--- src/hw/rtl/tmwf_pkg.sv ---
// shared types and constants of the triangle maze wall follower
package tmwf_pkg;

	localparam int ADDR_W = 12;
	localparam int STORE_DEPTH = 1 << ADDR_W;

	localparam logic [6:0] MAX_ROWS = 7'd64;
	localparam logic [6:0] MAX_COLS = 7'd64;

	typedef logic [1:0] op_t;
	typedef logic [ADDR_W-1:0] addr_t;
	typedef logic [2:0] mask_t;
	typedef logic [1:0] dir_t;
	typedef logic [2:0] status_t;
	typedef logic [2:0] cfg_index_t;
	typedef logic [6:0] cfg_data_t;

	localparam op_t OP_LOAD = 2'd0;
	localparam op_t OP_RESTART = 2'd1;
	localparam op_t OP_ADVANCE = 2'd2;

	localparam cfg_index_t CFG_NUM_ROWS = 3'd0;
	localparam cfg_index_t CFG_NUM_COLS = 3'd1;
	localparam cfg_index_t CFG_START_ROW = 3'd2;
	localparam cfg_index_t CFG_START_COL = 3'd3;
	localparam cfg_index_t CFG_HAND = 3'd4;

	localparam dir_t DIR_LEFT = 2'd0;
	localparam dir_t DIR_UP = 2'd1;
	localparam dir_t DIR_RIGHT = 2'd2;
	localparam dir_t DIR_DOWN = 2'd3;

	localparam status_t ST_MOVED = 3'd0;
	localparam status_t ST_EXIT = 3'd1;
	localparam status_t ST_BAD = 3'd2;
	localparam status_t ST_STUCK = 3'd3;
	localparam status_t ST_IDLE = 3'd4;

	typedef struct packed {
		logic [6:0] num_rows;
		logic [6:0] num_cols;
		logic [5:0] start_row;
		logic [5:0] start_col;
		logic       hand;
	} cfg_t;

	typedef struct packed {
		logic [6:0] row_out;
		logic [6:0] col_out;
		status_t    status;
	} result_t;

	// result handoff between the walker and the output stage
	typedef struct packed {
		logic    valid;
		result_t data;
	} res_req_t;

endpackage

--- src/hw/rtl/tmwf_channels.sv ---


interface tmwf_cfg_if;
	logic                   valid;
	logic                   ready;
	tmwf_pkg::cfg_index_t   index;
	tmwf_pkg::cfg_data_t    data;
	modport source(output valid, index, data, input ready);
	modport sink(input valid, index, data, output ready);
endinterface

--- src/hw/rtl/tmwf_cfg_regs.sv ---
// configuration register file
module tmwf_cfg_regs (
	input  logic          clk,
	input  logic          arst_n,
	tmwf_cfg_if.sink      cfg,
	output tmwf_pkg::cfg_t regs
);

	tmwf_pkg::cfg_t regs_q;

	assign cfg.ready = 1'b1;

	always_ff @(posedge clk or negedge arst_n) begin
		if (!arst_n) begin
			regs_q.num_rows  <= 7'd1;
			regs_q.num_cols  <= 7'd1;
			regs_q.start_row <= 6'd0;
			regs_q.start_col <= 6'd0;
			regs_q.hand      <= 1'b0;
		end else if (cfg.valid) begin
			case (cfg.index)
				tmwf_pkg::CFG_NUM_ROWS:  regs_q.num_rows  <= cfg.data;
				tmwf_pkg::CFG_NUM_COLS:  regs_q.num_cols  <= cfg.data;
				tmwf_pkg::CFG_START_ROW: regs_q.start_row <= cfg.data[5:0];
				tmwf_pkg::CFG_START_COL: regs_q.start_col <= cfg.data[5:0];
				tmwf_pkg::CFG_HAND:      regs_q.hand      <= cfg.data[0];
				default: ;
			endcase
		end
	end

	assign regs = regs_q;

endmodule

--- src/flat_wrapper.sv ---
// flat-port wrapper written by rule: the top's interface ports become plain ports
module tmwf_cfg_regs_flat 
  (clk, arst_n, regs, cfg_valid, cfg_index, cfg_data, cfg_ready);
  tmwf_cfg_if cfg_i ();
  input  logic clk;
  input  logic arst_n;
  output tmwf_pkg::cfg_t regs;
  input wire logic [$bits(cfg_i.valid)-1:0] cfg_valid;
  input wire logic [$bits(cfg_i.index)-1:0] cfg_index;
  input wire logic [$bits(cfg_i.data)-1:0] cfg_data;
  output wire logic [$bits(cfg_i.ready)-1:0] cfg_ready;
  assign cfg_i.valid = cfg_valid;
  assign cfg_i.index = cfg_index;
  assign cfg_i.data = cfg_data;
  assign cfg_ready = cfg_i.ready;
  tmwf_cfg_regs u_core (.clk(clk), .arst_n(arst_n), .cfg(cfg_i), .regs(regs));
endmodule
--- config.mk ---
export PLATFORM = sky130hd
export DESIGN_NAME = tmwf_cfg_regs_flat
export DESIGN_NICKNAME = d
export VERILOG_FILES = /design/src/hw/rtl/tmwf_pkg.sv /design/src/hw/rtl/tmwf_channels.sv /design/src/hw/rtl/tmwf_cfg_regs.sv /design/src/flat_wrapper.sv
export SDC_FILE = /design/constraint.sdc
export NUM_CORES = 1
export LEC_CHECK = 0
export BUFFER_PORTS_ARGS = -buffer_cell sky130_fd_sc_hd__buf_2
export CAP_MARGIN = 10
export CORE_ASPECT_RATIO = 0.7
export CORE_MARGIN = 2
export CORE_UTILIZATION = 47
export DETAILED_ROUTE_END_ITERATION = 10
export GPL_ROUTABILITY_DRIVEN = 0
export PLACE_DENSITY = 0.77
export SYNTH_ARGS = -nofsm -noshare
export SYNTH_HDL_FRONTEND = slang
export SYNTH_SLANG_ARGS = --single-unit
--- constraint.sdc ---
create_clock -name clk -period 1.1 [get_ports clk]
set_clock_uncertainty 0.1 [all_clocks]
set_input_delay 0.22 -clock clk [delete_from_list [all_inputs] [get_ports clk]]
set_output_delay 0.22 -clock clk [all_outputs]
set_load 0.01 [all_outputs]
==> impl_metrics.json <==
{
  "status": "complete, but fails checks",
  "violations": "setup timing",
  "ys_seq_elements": 27,
  "hold_end": "u_core.regs[19]$_DFFE_PN0P_",
  "cap_violations": 0,
  "final_common_cell": "buf_2",
  "layout_common_cells": "buf_2, dfrtp_1, buf_4",
  "finalWorstSetupSlack_ns": -0.213,
  "regToRegStartpoint": "u_core.regs[15]$_DFFE_PN0P_",
  "die-area_um2": 2680,
  "crit_type": "register to primary output",
  "hp-class": "primary input to register",
  "remaining_drc_errors": 0,
  "die_h_um": 43.9,
  "grt_pass1_wl_um": 3500,
  "min-delay-start": "cfg_data[6]",
  "crit_chain": "buf_6",
  "wl_um": 2280,
  "r2r_end": "u_core.regs[15]$_DFFE_PN0P_",
  "post-place-ws_ns": -0.316,
  "fin_nets": 140,
  "required_ns": 0.78,
  "grt_util_all_layers_pct": 18.4,
  "worst-path-buf-inv": 1,
  "hold_violations": 0,
  "total_power_w": 0.00270,
  "ant_nets": 0,
  "power_density_nw_per_um2": 1690,
  "final-setup-viol-count": 28,
  "seq_area_frac_synth_pct": 63.5,
  "grt_pass1_vias": 740,
  "clockRootBuffer": "clkbuf_4",
  "initial_core_util_pct": 49.6,
  "p_leak_nw": 0.799,
  "num_vias": 753,
  "firstDrtPassIters": 4,
  "clk_pin_slew_ns": 0.14,
  "rows": 14,
  "largest_reg_flops": 27,
  "clk_latency_ns": 0.32,
  "synth_area_um2": 1070,
  "cp_data_arrival_time_ns": 0.99,
  "path_max_fanout": 2,
  "drive_gt1_share_pct": 77.0,
  "fillerInstances": 162,
  "min_path_cells": 2,
  "clock_path_buffers": 2,
  "rsz0062_at_grt": "yes",
  "antenna_found_initial": 0,
  "path_depth": 1,
  "ir_worst_vdd_v": 0.00114,
  "gr-total-overflow": 0,
  "via_per_inst": 4.77,
  "min_period_over_period_pct": 119,
  "fmax_mhz": 762,
  "htree_num_levels": 1,
  "area_delta_synth_final_pct": 50.0,
  "fp.dieW_um": 61.0,
  "worstSetupStartpointType": "register",
  "boundaryPins": 41,
  "grt_max_degree": 17,
  "ys_types": 10,
  "crit_slowest_cell": "dfstp_2",
  "finalMaxSlewViolations": 0,
  "dp.final_hpwl_um": 1640,
  "reg2regPathDepth": 3,
  "max_stage_delay_ns": 0.57,
  "synthesis.nets": 76,
  "drt_first_iter_violations": 12,
  "reg2reg_setup_slack_ns": -0.01,
  "synth_cells": 63,
  "cp_top_family": "flip-flops",
  "critPathCaptureType": "primary output",
  "numCtsBuffers": 3,
  "timing.final.crit_period_ns": 1.31,
  "diodes": 0,
  "avgRoutedWirePerCell_um": 14.4,
  "synth_warnings": 0,
  "tritoncts": "built",
  "port_buffers": 39,
  "clkSinkCount": 27,
  "design.core.area_um2": 2150,
  "avgSynthCellArea_um2": 17.0
}
## area by class of cell
class / instances / area, um^2 / area share (%)
repair buffers: 62 / 418 / 26.1
clock buffers: 3 / 22.5 / 1.41
flip-flops and latches: 27 / 678 / 42.3
multi-input cells: 33 / 437 / 27.2
well taps: 32 / 40.0 / 2.50
clock inverters: 1 / 7.51 / 0.468
## where the power goes
group | leakage [nW] | internal, W | switching (W)
Clock | 0.0139 | 0.000139 | 0.000287
Combinational | 0.464 | 0.000588 | 0.000351
Sequential | 0.321 | 0.00122 | 0.000115
## routing by layer
layer | vias to the layer above | share of wire, % | global-route usage [%]
met5 | - | 0 | 0
met4 | 0 | 0 | 2.61
met3 | 0 | 6.4 | 5.37
met2 | 31 | 47 | 29.7
met1 | 366 | 46 | 25.6
li1 | 356 | - | -
## stage by stage
step                cells  util, %  TNS [ns]  hold slack [ns]  instance area [um^2]
floorplan              63        -     -1.83           -0.176                  1130
global placement      139     65.6     -6.13           0.0262                  1410
detailed placement    139     65.6     -6.77           0.0313                  1410
CTS                   154     71.5     -2.94           0.0233                  1540
global route          158     74.4     -3.91           0.0211                  1600
finish                158     74.4     -2.54           0.0359                  1600
## synthesized netlist by cell type
cell       n  share of area [%]
buf_4      1               0.70
dfrtp_1   25                 59
buf_2      2               0.94
mux2_2    27                 28
nor4bb_1   2                1.9
and4bb_2   1                1.2
nand4b_1   1               0.82
conb_1     1               0.35
dfstp_2    2                4.9
nor4b_4    1                2.2
## cell families after synthesis
kind of cell,count (synthesis),synth area share [%]
buf+inv,3,1.64
flops,27,63.5
mux,27,28.5
other cells,1,0.351
simple gates,5,6.09
## worst max path at each step
stage | from | end | slack, ns
2_1_floorplan | cfg_index[0] | u_core.regs[21]$_DFFE_PN0P_ | -0.14
3_5_place_dp | cfg_index[1] | u_core.regs[18]$_DFFE_PN0P_ | -0.32
3_3_place_gp | cfg_index[0] | u_core.regs[23]$_DFFE_PN0P_ | -0.29
6_report | u_core.regs[13]$_DFFE_PN1P_ | regs[13] | -0.21
4_1_cts | u_core.regs[13]$_DFFE_PN1P_ | regs[13] | -0.23
5_1_grt | u_core.regs[13]$_DFFE_PN1P_ | regs[13] | -0.26
## what timing repair did
action,4_1_cts,5_1_grt
endpoints found under the setup margin,27,29
setup buffers,10,4
pin swaps,0,1
endpoints found under the hold margin,27,0
gates resized for setup,2,6
hold buffers,1,0
Power figures use the tool's default switching activity.
