$ cat src/hw/rtl/tmwf_pkg.sv
// shared types and constants of the triangle maze wall follower
package tmwf_pkg;

	localparam int ADDR_W = 12;
	localparam int STORE_DEPTH = 1 << ADDR_W;

	localparam logic [6:0] MAX_ROWS = 7'd64;
	localparam logic [6:0] MAX_COLS = 7'd64;

	typedef logic [1:0] op_t;
	typedef logic [ADDR_W-1:0] addr_t;
	typedef logic [2:0] mask_t;
	typedef logic [1:0] dir_t;
	typedef logic [2:0] status_t;
	typedef logic [2:0] cfg_index_t;
	typedef logic [6:0] cfg_data_t;

	localparam op_t OP_LOAD = 2'd0;
	localparam op_t OP_RESTART = 2'd1;
	localparam op_t OP_ADVANCE = 2'd2;

	localparam cfg_index_t CFG_NUM_ROWS = 3'd0;
	localparam cfg_index_t CFG_NUM_COLS = 3'd1;
	localparam cfg_index_t CFG_START_ROW = 3'd2;
	localparam cfg_index_t CFG_START_COL = 3'd3;
	localparam cfg_index_t CFG_HAND = 3'd4;

	localparam dir_t DIR_LEFT = 2'd0;
	localparam dir_t DIR_UP = 2'd1;
	localparam dir_t DIR_RIGHT = 2'd2;
	localparam dir_t DIR_DOWN = 2'd3;

	localparam status_t ST_MOVED = 3'd0;
	localparam status_t ST_EXIT = 3'd1;
	localparam status_t ST_BAD = 3'd2;
	localparam status_t ST_STUCK = 3'd3;
	localparam status_t ST_IDLE = 3'd4;

	typedef struct packed {
		logic [6:0] num_rows;
		logic [6:0] num_cols;
		logic [5:0] start_row;
		logic [5:0] start_col;
		logic       hand;
	} cfg_t;

	typedef struct packed {
		logic [6:0] row_out;
		logic [6:0] col_out;
		status_t    status;
	} result_t;

	// result handoff between the walker and the output stage
	typedef struct packed {
		logic    valid;
		result_t data;
	} res_req_t;

endpackage

$ cat src/hw/rtl/tmwf_channels.sv
// channel interfaces: input items, result items and configuration writes
interface tmwf_item_if;
	logic             valid;
	logic             ready;
	tmwf_pkg::op_t    operation;
	tmwf_pkg::addr_t  cell_index;
	tmwf_pkg::mask_t  cell_value;
	modport source(output valid, operation, cell_index, cell_value, input ready);
	modport sink(input valid, operation, cell_index, cell_value, output ready);
endinterface


$ cat src/hw/rtl/tmwf_walker.sv
// walk sequencer: decodes items, drives the cell store and turns the walker
module tmwf_walker (
	input  logic              clk,
	input  logic              arst_n,
	tmwf_item_if.sink         item,
	input  tmwf_pkg::cfg_t    cfg,
	output logic              mem_we,
	output tmwf_pkg::addr_t   mem_waddr,
	output tmwf_pkg::mask_t   mem_wdata,
	output tmwf_pkg::addr_t   mem_raddr,
	input  tmwf_pkg::mask_t   mem_rdata,
	output tmwf_pkg::res_req_t res,
	input  logic              res_take
);

	localparam logic [2:0] S_IDLE = 3'd0;
	localparam logic [2:0] S_ADDR = 3'd1;
	localparam logic [2:0] S_READ = 3'd2;
	localparam logic [2:0] S_TURN = 3'd3;
	localparam logic [2:0] S_EMIT = 3'd4;

	logic [2:0]        state_q;
	logic              walk_q;
	logic [5:0]        cur_row_q;
	logic [5:0]        cur_col_q;
	tmwf_pkg::dir_t    heading_q;
	logic [1:0]        turn_q;
	tmwf_pkg::addr_t   addr_s1;
	tmwf_pkg::result_t res_q;

	logic              accept;
	logic              geom_ok;
	logic              pos_ok;
	logic [2:0]        entry_dir;
	logic [12:0]       addr_full;
	logic              odd;
	logic              walled;
	logic              exits;
	logic [5:0]        next_row;
	logic [5:0]        next_col;
	tmwf_pkg::dir_t    dir_moved;
	tmwf_pkg::dir_t    dir_turned;

	// skip the side that a cell of this orientation lacks
	function automatic tmwf_pkg::dir_t fix_dir(input tmwf_pkg::dir_t d, input logic odd_cell,
			input logic hand);
		tmwf_pkg::dir_t back;
		back = hand ? 2'd3 : 2'd1;
		if ((odd_cell && d == tmwf_pkg::DIR_UP) || (!odd_cell && d == tmwf_pkg::DIR_DOWN)) begin
			return d + back;
		end
		return d;
	endfunction

	// first heading from the entry cell position, 4 means no usable edge
	function automatic logic [2:0] start_dir(input tmwf_pkg::cfg_t c);
		logic       odd_cell;
		logic [6:0] r;
		logic [6:0] k;
		logic [6:0] last_r;
		logic [6:0] last_c;
		odd_cell = c.start_row[0] ^ c.start_col[0];
		r = {1'b0, c.start_row};
		k = {1'b0, c.start_col};
		last_r = c.num_rows - 7'd1;
		last_c = c.num_cols - 7'd1;
		if (r >= c.num_rows || k >= c.num_cols) begin
			return 3'd4;
		end
		if (c.hand) begin
			if (k == 7'd0 && r[0]) return {1'b0, tmwf_pkg::DIR_RIGHT};
			if (k == 7'd0) return {1'b0, tmwf_pkg::DIR_DOWN};
			if (k == last_c && !odd_cell) return {1'b0, tmwf_pkg::DIR_UP};
			if (k == last_c) return {1'b0, tmwf_pkg::DIR_LEFT};
			if (r == 7'd0) return {1'b0, tmwf_pkg::DIR_LEFT};
			if (r == last_r) return {1'b0, tmwf_pkg::DIR_RIGHT};
		end else begin
			if (k == 7'd0 && r[0]) return {1'b0, tmwf_pkg::DIR_UP};
			if (k == 7'd0) return {1'b0, tmwf_pkg::DIR_RIGHT};
			if (k == last_c && !odd_cell) return {1'b0, tmwf_pkg::DIR_LEFT};
			if (k == last_c) return {1'b0, tmwf_pkg::DIR_DOWN};
			if (r == 7'd0) return {1'b0, tmwf_pkg::DIR_RIGHT};
			if (r == last_r) return {1'b0, tmwf_pkg::DIR_LEFT};
		end
		return 3'd4;
	endfunction

	assign item.ready = (state_q == S_IDLE);
	assign accept = item.valid && item.ready;

	assign mem_we = accept && (item.operation == tmwf_pkg::OP_LOAD);
	assign mem_waddr = item.cell_index;
	assign mem_wdata = item.cell_value;
	assign mem_raddr = addr_s1;

	assign geom_ok = (cfg.num_rows >= 7'd1) && (cfg.num_rows <= tmwf_pkg::MAX_ROWS) &&
		(cfg.num_cols >= 7'd1) && (cfg.num_cols <= tmwf_pkg::MAX_COLS);
	assign pos_ok = ({1'b0, cur_row_q} < cfg.num_rows) && ({1'b0, cur_col_q} < cfg.num_cols);
	assign entry_dir = start_dir(cfg);

	// rows and columns are capped at the maximum, so the address fits the store
	assign addr_full = 13'(cur_row_q * cfg.num_cols) + {7'd0, cur_col_q};

	assign odd = cur_row_q[0] ^ cur_col_q[0];

	always_comb begin
		walled = mem_rdata[2];
		exits = 1'b0;
		next_row = cur_row_q;
		next_col = cur_col_q;
		case (heading_q)
			tmwf_pkg::DIR_LEFT: begin
				walled = mem_rdata[0];
				exits = (cur_col_q == 6'd0);
				next_col = cur_col_q - 6'd1;
			end
			tmwf_pkg::DIR_RIGHT: begin
				walled = mem_rdata[1];
				exits = (({1'b0, cur_col_q} + 7'd1) >= cfg.num_cols);
				next_col = cur_col_q + 6'd1;
			end
			tmwf_pkg::DIR_UP: begin
				exits = (cur_row_q == 6'd0);
				next_row = cur_row_q - 6'd1;
			end
			default: begin
				exits = (({1'b0, cur_row_q} + 7'd1) >= cfg.num_rows);
				next_row = cur_row_q + 6'd1;
			end
		endcase
		// every move flips the orientation of the cell
		dir_moved = fix_dir(heading_q + (cfg.hand ? 2'd1 : 2'd3), !odd, cfg.hand);
		dir_turned = fix_dir(heading_q + (cfg.hand ? 2'd3 : 2'd1), odd, cfg.hand);
	end

	always_ff @(posedge clk or negedge arst_n) begin
		if (!arst_n) begin
			state_q <= S_IDLE;
			walk_q <= 1'b0;
			cur_row_q <= 6'd0;
			cur_col_q <= 6'd0;
			heading_q <= tmwf_pkg::DIR_LEFT;
			turn_q <= 2'd0;
		end else begin
			case (state_q)
				S_IDLE: begin
					if (accept && item.operation == tmwf_pkg::OP_RESTART) begin
						if (geom_ok && !entry_dir[2]) begin
							cur_row_q <= cfg.start_row;
							cur_col_q <= cfg.start_col;
							heading_q <= entry_dir[1:0];
							walk_q <= 1'b1;
						end else begin
							walk_q <= 1'b0;
							state_q <= S_EMIT;
						end
					end else if (accept && item.operation == tmwf_pkg::OP_ADVANCE) begin
						if (!walk_q) begin
							state_q <= S_EMIT;
						end else if (!geom_ok || !pos_ok) begin
							walk_q <= 1'b0;
							state_q <= S_EMIT;
						end else begin
							state_q <= S_ADDR;
						end
					end
				end
				S_ADDR: begin
					state_q <= S_READ;
				end
				S_READ: begin
					turn_q <= 2'd0;
					state_q <= S_TURN;
				end
				S_TURN: begin
					if (!walled) begin
						if (exits) begin
							walk_q <= 1'b0;
						end else begin
							cur_row_q <= next_row;
							cur_col_q <= next_col;
							heading_q <= dir_moved;
						end
						state_q <= S_EMIT;
					end else begin
						heading_q <= dir_turned;
						turn_q <= turn_q + 2'd1;
						if (turn_q == 2'd3) begin
							state_q <= S_EMIT;
						end
					end
				end
				S_EMIT: begin
					if (res_take) begin
						state_q <= S_IDLE;
					end
				end
				default: state_q <= S_IDLE;
			endcase
		end
	end

	// payload registers
	always_ff @(posedge clk) begin
		if (state_q == S_ADDR) begin
			addr_s1 <= addr_full[tmwf_pkg::ADDR_W-1:0];
		end
		if (state_q == S_IDLE && accept) begin
			res_q.row_out <= 7'd0;
			res_q.col_out <= 7'd0;
			res_q.status <= (item.operation == tmwf_pkg::OP_RESTART) ? tmwf_pkg::ST_BAD :
				tmwf_pkg::ST_IDLE;
		end
		if (state_q == S_TURN) begin
			if (!walled) begin
				res_q.row_out <= {1'b0, cur_row_q} + 7'd1;
				res_q.col_out <= {1'b0, cur_col_q} + 7'd1;
				res_q.status <= exits ? tmwf_pkg::ST_EXIT : tmwf_pkg::ST_MOVED;
			end else begin
				res_q.row_out <= 7'd0;
				res_q.col_out <= 7'd0;
				res_q.status <= tmwf_pkg::ST_STUCK;
			end
		end
	end

	assign res.valid = (state_q == S_EMIT);
	assign res.data = res_q;

endmodule

$ cat src/flat_wrapper.sv
// flat-port wrapper written by rule: the top's interface ports become plain ports
module tmwf_walker_flat 
  (clk, arst_n, cfg, mem_we, mem_waddr, mem_wdata, mem_raddr, mem_rdata, res, res_take, item_valid, item_operation, item_cell_index, item_cell_value, item_ready);
  tmwf_item_if item_i ();
  input  logic clk;
  input  logic arst_n;
  input  tmwf_pkg::cfg_t cfg;
  output logic mem_we;
  output tmwf_pkg::addr_t mem_waddr;
  output tmwf_pkg::mask_t mem_wdata;
  output tmwf_pkg::addr_t mem_raddr;
  input  tmwf_pkg::mask_t mem_rdata;
  output tmwf_pkg::res_req_t res;
  input  logic res_take;
  input wire logic [$bits(item_i.valid)-1:0] item_valid;
  input wire logic [$bits(item_i.operation)-1:0] item_operation;
  input wire logic [$bits(item_i.cell_index)-1:0] item_cell_index;
  input wire logic [$bits(item_i.cell_value)-1:0] item_cell_value;
  output wire logic [$bits(item_i.ready)-1:0] item_ready;
  assign item_i.valid = item_valid;
  assign item_i.operation = item_operation;
  assign item_i.cell_index = item_cell_index;
  assign item_i.cell_value = item_cell_value;
  assign item_ready = item_i.ready;
  tmwf_walker u_core (.clk(clk), .arst_n(arst_n), .item(item_i), .cfg(cfg), .mem_we(mem_we), .mem_waddr(mem_waddr), .mem_wdata(mem_wdata), .mem_raddr(mem_raddr), .mem_rdata(mem_rdata), .res(res), .res_take(res_take));
endmodule
$ cat config.mk
export PLATFORM = sky130hd
export DESIGN_NAME = tmwf_walker_flat
export DESIGN_NICKNAME = d
export VERILOG_FILES = /design/src/hw/rtl/tmwf_pkg.sv /design/src/hw/rtl/tmwf_channels.sv /design/src/hw/rtl/tmwf_walker.sv /design/src/flat_wrapper.sv
export SDC_FILE = /design/constraint.sdc
export NUM_CORES = 1
export LEC_CHECK = 0
export BUFFER_PORTS_ARGS = -buffer_cell sky130_fd_sc_hd__buf_4
export CAP_MARGIN = 15
export CORE_MARGIN = 2
export CORE_UTILIZATION = 55
export DETAILED_ROUTE_END_ITERATION = 10
export PLACE_DENSITY = 0.88
export SLEW_MARGIN = 15
export SYNTH_ARGS = -nofsm -noshare
export SYNTH_HDL_FRONTEND = slang
export SYNTH_SLANG_ARGS = --single-unit
$ cat constraint.sdc
create_clock -name clk -period 6.8 [get_ports clk]
set_clock_uncertainty 0.1 [all_clocks]
set_input_delay 1.02 -clock clk [delete_from_list [all_inputs] [get_ports clk]]
set_output_delay 1.02 -clock clk [all_outputs]
set_load 0.01 [all_outputs]
==> qor.yml, run 1 <==
synthesis:
  synth_warnings: 0
  synth.cell_area_sq_mm: 0.00583
  synth-async-reset-ratio: 0.408
  ys_seq_elements: 49
  ys_seq_area_frac: 0.235
  syn_area_per_cell_sq_um: 9.12
  synth_edf_count: 29
  synth_cell_type_count: 61
  synthCells: 639
  syn-num-nets: 810
  synth_flop_cell: "edfxtp_1"
cts:
  numCtsBuffers: 5
  cts-htree-levels: 2
  clock-sinks: 49
  ctsHoldBuffers: 0
  cts_tree: "done"
  postCtsSetupBuffers: 0
  clock_path_buffers: 2
  clk_pin_slew_ns: 0.12
  cts_root_buf: "clkbuf_8"
  cts_resized: 0
  insertion_delay_ns: 0.34
hold_path:
  hp-class: "input port to async pin"
timing:
  max_freq_mhz: 188
  min_period_ns: 5.32
  slew_violations: 0
  worst-slew-pin-transition_ns: 1.10
  period_share: 0.782
  max-slew-margin-rel: 0.262
  fin_ws_ns: 1.48
  finalSetupViolations: 0
  rsz0062_at_grt: "false"
  final.setup.tns_ns: 0
  finalHoldViolations: 0
  hold_slack_ns: 0.448
power_and_ir_drop:
  p_leak_nw: 3.15
  vdd_drop_max_mv: 0.313
  p_total_w: 0.00258
  p_per_area_mw_per_mm2: 402
worst_setup_path:
  critPathRequiredTime_ns: 6.77
  cp.arrival_ns: 5.29
  cp-start-kind: "flop"
  critPathKind: "flop to flop"
  crit_fanout: 13
  end_kind: "flop"
floorplanning:
  fp.dieArea_sq_mm: 0.0114
  dieWidth_microns: 107
  start_util: 0.565
  fp-row-count: 37
  core_area_sq_mm: 0.0103
  pin_count: 98
  fp.dieH_microns: 107
drt:
  drc: 0
  viasPerCell: 6.01
  vias: 4904
  drt_first_pass_iters: 7
  wl_per_cell_microns: 17.3
  antenna_left: 0
  wirelength_mm: 14.2
  first_iter_violations: 422
placed_design:
  gp_congestion: 0.987
  dp_slack_ns: 1.24
  dp_hpwl_mm: 11.1
  port_buffers: 67
status:
  status: "completed"
finish:
  final_net_count: 850
  diodes: 0
  seqCellArea_sq_mm: 0.00137
  multi_input_area_sq_mm: 0.00399
  nFillCells: 823
  syn2layout_area_growth_pct: 10.1
  drive_above_1_share: 0.132
job:
  maxCapViolCount: 0
global_route:
  grt_antenna_before_repair: 0
  overflow: 0
  grt_pass1_wl_mm: 23.4
  grt_usage: 0.259
  grt_max_degree: 35
  grt_pass1_vias: 4955
## through the flow
stage               cell area [sq um]  utilization  std cells
global route                     6420        0.622        816
finish                           6420        0.622        816
floorplan                        5830            -        639
detailed placement               6320        0.612        808
global placement                 6320        0.612        808
CTS                              6420        0.622        816
## report_power, final
group / internal [W] / switching, W / total, W
Clock: 0.0000746 / 0.000118 / 0.000193
Combinational: 0.000808 / 0.000983 / 0.00179
Sequential: 0.000443 / 0.000156 / 0.000599
Total: 0.00133 / 0.00126 / 0.00258
## cell usage in the layout, fill, tap and decap left out, drive strengths merged, types with 20 or more instances in the layout
cell type / instances
nand2: 40
edfxtp: 29
xnor2: 38
ha: 95
and3: 21
inv: 74
dfrtp: 20
nor2: 45
buf: 69
fa: 25
a21oi: 33
## Yosys cell counts (13+ instances only)
cell type   n  area share
dfrtp_1    20       0.086
nand2_1    40       0.026
clkbuf_1   19       0.012
ha_1       95        0.20
buf_4      15       0.019
inv_1      73       0.047
a21oi_1    32       0.027
nor3_1     15       0.013
fa_1       25       0.086
and3_1     20       0.021
nor2_1     43       0.028
and2_1     14       0.015
edfxtp_1   29        0.15
o21ai_0    13       0.011
o22a_1     14       0.021
nand3_1    14       0.012
xnor2_1    38       0.057
## final timing paths
check / slack [ns] / to / from / depth (start not counted)
worst min-delay path: 0.45 / u_core.walk_q$_DFFE_PN0P_ / arst_n / 1
worst min register to register: 0.45 / u_core.walk_q$_DFFE_PN0P_ / u_core.walk_q$_DFFE_PN0P_ / 2
worst max register to register: 1.48 / u_core.mem_raddr[10]$_DFFE_PP_ / u_core.cur_row_q[0]$_DFFE_PN0P_ / 14
min in group clk: 0.45 / u_core.walk_q$_DFFE_PN0P_ / u_core.walk_q$_DFFE_PN0P_ / 2
max in group asynchronous: 5.89 / u_core.cur_col_q[3]$_DFFE_PN0P_ / arst_n / 1
worst max-delay path: 1.48 / u_core.mem_raddr[10]$_DFFE_PP_ / u_core.cur_row_q[0]$_DFFE_PN0P_ / 14
## layout make-up
type | count | share of cell area
Clock buffer | 5 | 0.0107
Tap cell | 136 | 0.0265
Sequential cell | 49 | 0.214
Multi-Input combinational cell | 481 | 0.622
Timing Repair Buffer | 69 | 0.0807
Inverter | 73 | 0.0427
Clock inverter | 3 | 0.00390
## sequential cells by signal (all words and copies together) (netlist names)
| signal | flops |
|---|---|
| u_core.cur_col_q | 6 |
| u_core.state_q | 3 |
| u_core.heading_q | 2 |
| u_core.res | 17 |
| u_core.turn_q | 2 |
| u_core.walk_q | 1 |
| u_core.cur_row_q | 6 |
| u_core.mem_raddr | 12 |
## per-layer routing
metal  vias up  GRT usage  routed length (microns)  part of all wire
li1       2296          -                        -                 -
met1      2352      0.341                     5820              0.41
met2       221      0.425                     6710              0.47
met3        35     0.0401                     1170             0.082
met4         0      0.109                      459             0.032
met5         -          0                        0                 0
## worst max-delay path: stages (launching register included)
cell and delay, ns:
dfrtp_1 0.68, inv_1 0.33, nor2_1 0.20, fa_1 0.43, inv_1 0.07, fa_1 0.44, fa_1 0.56, inv_1 0.06
fa_1 0.46, ha_1 0.35, a21oi_1 0.23, o21bai_1 0.09, a21oi_1 0.28, nor3_1 0.09, or4b_2 0.67
## logic make-up after synthesis
family / after synthesis / share of synthesized area
compound gates: 128 / 0.155
xor+xnor: 48 / 0.0721
fa+ha+maj: 120 / 0.290
buf+inv: 109 / 0.0813
flops: 49 / 0.235
mux: 8 / 0.0140
simple gates: 177 / 0.152
Note: power is estimated with default switching activity, not from simulation.
==> run 2: changes to the inputs <==
- ABC_AREA: default -> 1
- CORE_UTILIZATION: 55 -> 53
- clock period: 6.8 -> 4.85 ns (I/O delays scaled with it)
==> run 2 against run 1 <==
The flow now finishes with violations (design-rule violations). Core utilization down 1.4 points. Highest routed layer unchanged. First-iteration DRC count is 34% higher. Non-clock buffer count is 6 higher. Setup slack worse by 1.1 ns. Cell count increased by 28%. Wire length increased by 8.6%. Combinational power grew 44%. Sequential share of layout area is 1.8 points lower. Clock power grew 110%.
==> qor.yml, run 2 <==
global_route:
  grt_antenna_before_repair: 0  # unchanged
  overflow: 0  # unchanged
  grt_pass1_vias: 5505  # +11%
  grt_pass1_wl_mm: 25.7  # +10%
  grt_usage: 0.247  # -0.0121
  grt_max_degree: 21  # -40%
synthesis:
  synth_top_area_share: 0.188  # -0.0159
  synth_flop_cell: "edfxtp_1"
  synth_area_leaders: "ha_1, edfxtp_1, nand2_1"
  synth_edf_count: 29  # unchanged
  synthTopCellsByCount: "nand2_1, inv_1, ha_1, nor2_1, nand3_1"
  synthCells: 850  # +33%
  syn-num-nets: 1021  # +26%
  ys_seq_area_frac: 0.217  # -0.0183
  synth.cell_area_sq_mm: 0.00632  # +8.4%
  yosys.area.top_type: "ha_1"
  syn_area_per_cell_sq_um: 7.44  # -18%
  synth-async-reset-ratio: 0.408  # unchanged
  synth_warnings: 0  # unchanged
  synth_cell_type_count: 52  # -15%
  ys_seq_elements: 49  # unchanged
  synth.most_common_cell: "nand2_1"
finish:
  final_cells: 1043  # +28%
  drive_above_1_share: 0.127  # -0.00569
  final_net_count: 1070  # +26%
  seqCellArea_sq_mm: 0.00137  # unchanged
  multi_input_area_sq_mm: 0.00415  # +4.0%
  diodes: 0  # unchanged
  layout_common_cells: "nand2_1, inv_1, ha_1"
  largest_reg_flops: 17  # unchanged
  nFillCells: 978  # +19%
  syn2layout_area_growth_pct: 10.7
  layout_commonest_cell: "nand2_1"
worst_setup_path:
  timing.rr.start: "u_core.cur_row_q[5]$_DFFE_PN0P_"
  cp.arrival_ns: 4.38  # -0.91 ns
  rr_endpoint: "u_core.mem_raddr[9]$_DFFE_PP_"
  cp-start-kind: "input port"
  reg2reg_depth: 14  # unchanged
  crit_fanout: 10  # -3
  cp-endpoint: "u_core.mem_raddr[9]$_DFFE_PP_"
  worstSetupStartpoint: "cfg[15]"
  rrSetupSlack_ns: 0.47  # -1.01 ns
  critPathRequiredTime_ns: 4.79  # -1.98 ns
  critPathKind: "input port to flop"
  end_kind: "flop"
drt:
  drt_first_pass_iters: 8  # +1
  viasPerCell: 5.50  # -8.4%
  antenna_left: 0  # unchanged
  first_iter_violations: 565  # +34%
  drc: 7  # +7
  vias: 5741  # +17%
  wirelength_mm: 15.4  # +8.6%
  wl_per_cell_microns: 14.7  # -15%
cts:
  cts_tree: "done"
  cts_root_buf: "clkbuf_16"
  insertion_delay_ns: 0.30  # -0.04 ns
  numCtsBuffers: 5  # unchanged
  clock-sinks: 49  # unchanged
  cts-htree-levels: 2  # unchanged
  clock_path_buffers: 2  # unchanged
  cts_resized: 0  # unchanged
  postCtsSetupBuffers: 0  # unchanged
  ctsHoldBuffers: 0  # unchanged
  clk_pin_slew_ns: 0.07  # -0.05 ns
placed_design:
  gp_congestion: 0.943  # -4.4%
  dp_hpwl_mm: 12.1  # +8.9%
  port_buffers: 67  # unchanged
  place_inst: 1034  # +28%
power_and_ir_drop:
  p_leak_nw: 3.85  # +22%
  vdd_drop_max_mv: 0.394  # +26%
  p_per_area_mw_per_mm2: 534  # +33%
floorplanning:
  start_util: 0.549  # -0.0158
  core_area_sq_mm: 0.0115  # +12%
  fp.dieArea_sq_mm: 0.0128  # +12%
  pin_count: 98  # unchanged
  dieWidth_microns: 113  # +5.9%
  fp-row-count: 39  # +5.4%
  fp.dieH_microns: 113  # +5.9%
timing:
  finalHoldViolations: 0  # unchanged
  period_share: 0.916
  max-slew-margin-rel: 0.383  # +0.121
  min_period_ns: 4.44
  worst-slew-pin-transition_ns: 0.923  # -0.179 ns
  final.setup.tns_ns: 0  # unchanged
  slew_violations: 0  # unchanged
  max_freq_mhz: 225
  finalSetupViolations: 0  # unchanged
  rsz0062_at_grt: "false"
job:
  maxCapViolCount: 0  # unchanged
hold_path:
  hp-class: "input port to async pin"
status:
  violations: "design-rule violations"
  status: "finished with violations"
## run 2: changes by cell type in the layout (fill, tap and decap cells not counted), moves of 8 or more
| cell | before | now |
|---|---|---|
| nand2_1 | 40 | 208 |
| inv_1 | 73 | 146 |
| nand3_1 | 14 | 48 |
| xnor2_1 | 38 | 9 |
| nor2_1 | 43 | 66 |
| and3_1 | 20 | 1 |
| nand4_1 | 2 | 16 |
| o22a_1 | 14 | 0 |
| and2_1 | 14 | 2 |
| a21o_1 | 12 | 1 |
| o21ai_0 | 13 | 23 |
| xor2_1 | 10 | 20 |
| nand2_2 | 0 | 8 |
## run 2: worst min-delay path by stage
| stage | start | end | slack (ns) |
|---|---|---|---|
| floorplan | arst_n | u_core.cur_col_q[0]$_DFFE_PN0P_ | 0.33 |
| global placement | u_core.turn_q[0]$_DFFE_PN0P_ | u_core.turn_q[0]$_DFFE_PN0P_ | 0.39 |
| detailed placement | u_core.turn_q[1]$_DFFE_PN0P_ | u_core.turn_q[1]$_DFFE_PN0P_ | 0.39 |
| CTS | arst_n | u_core.heading_q[0]$_DFFE_PN0P_ | 0.22 |
| global route | arst_n | u_core.heading_q[0]$_DFFE_PN0P_ | 0.23 |
| finish | arst_n | u_core.cur_col_q[4]$_DFFE_PN0P_ | 0.21 |
## run 2: cell type report
| type | count | area share |
|---|---|---|
| clock buffer | 6 | 0.0184 |
| clock inverter | 2 | 0.00483 |
| inverter | 152 | 0.0822 |
| multi-input combinational | 616 | 0.593 |
| sequential | 49 | 0.196 |
| tap | 143 | 0.0256 |
| timing repair buffer | 75 | 0.0804 |
## run 2: critical path, stage by stage
cell and delay, ns:
buf_4 0.20, nand2_1 0.11, fa_1 0.54, inv_1 0.04
ha_1 0.27, inv_1 0.06, fa_1 0.49, fa_1 0.51
inv_1 0.04, ha_1 0.35, a21oi_1 0.23, o21ai_0 0.15
a21oi_1 0.22, nor2_1 0.06, o21ai_0 0.15, nand2_1 0.08
xor2_1 0.14
## run 2: where the power goes
group	internal [W]	switching, W	leakage, nW
combinational	0.00101	0.00155	3.23
clock	0.000242	0.000158	0.0785
sequential	0.000627	0.000142	0.534
## run 2: kinds of logic (layout without fill, tap and decap cells)
| logic type | after synthesis | in the layout | share of synthesized area |
|---|---|---|---|
| mux | 3 | 3 | 0.00475 |
| flops | 49 | 49 | 0.217 |
| xor+xnor | 29 | 29 | 0.0402 |
| compound gates | 80 | 80 | 0.0738 |
| simple gates | 384 | 384 | 0.269 |
| buf+inv | 185 | 235 | 0.128 |
| fa+ha+maj | 120 | 120 | 0.267 |
## run 2: stage by stage
step	hold WS (ns)	cell area [sq um]	total power (W)	utilization	setup WS, ns
CTS	0.216	6990	0.00372	0.607	0.428
floorplan	0.332	6320	0.00264	-	0.397
detailed placement	0.387	6830	0.00327	0.593	0.185
global route	0.227	7000	0.00414	0.608	0.169
global placement	0.387	6830	0.00314	0.593	0.272
finish	0.213	7000	0.00373	0.608	0.410
## run 2: layer usage
layer  global-route usage  wire (microns)  vias to the layer above
li1                     -               -                     2798
met1                0.334            6640                     2644
met2                0.404            7090                      258
met3               0.0321            1170                       41
met4               0.0951             468                        0
met5                    0               0                        -
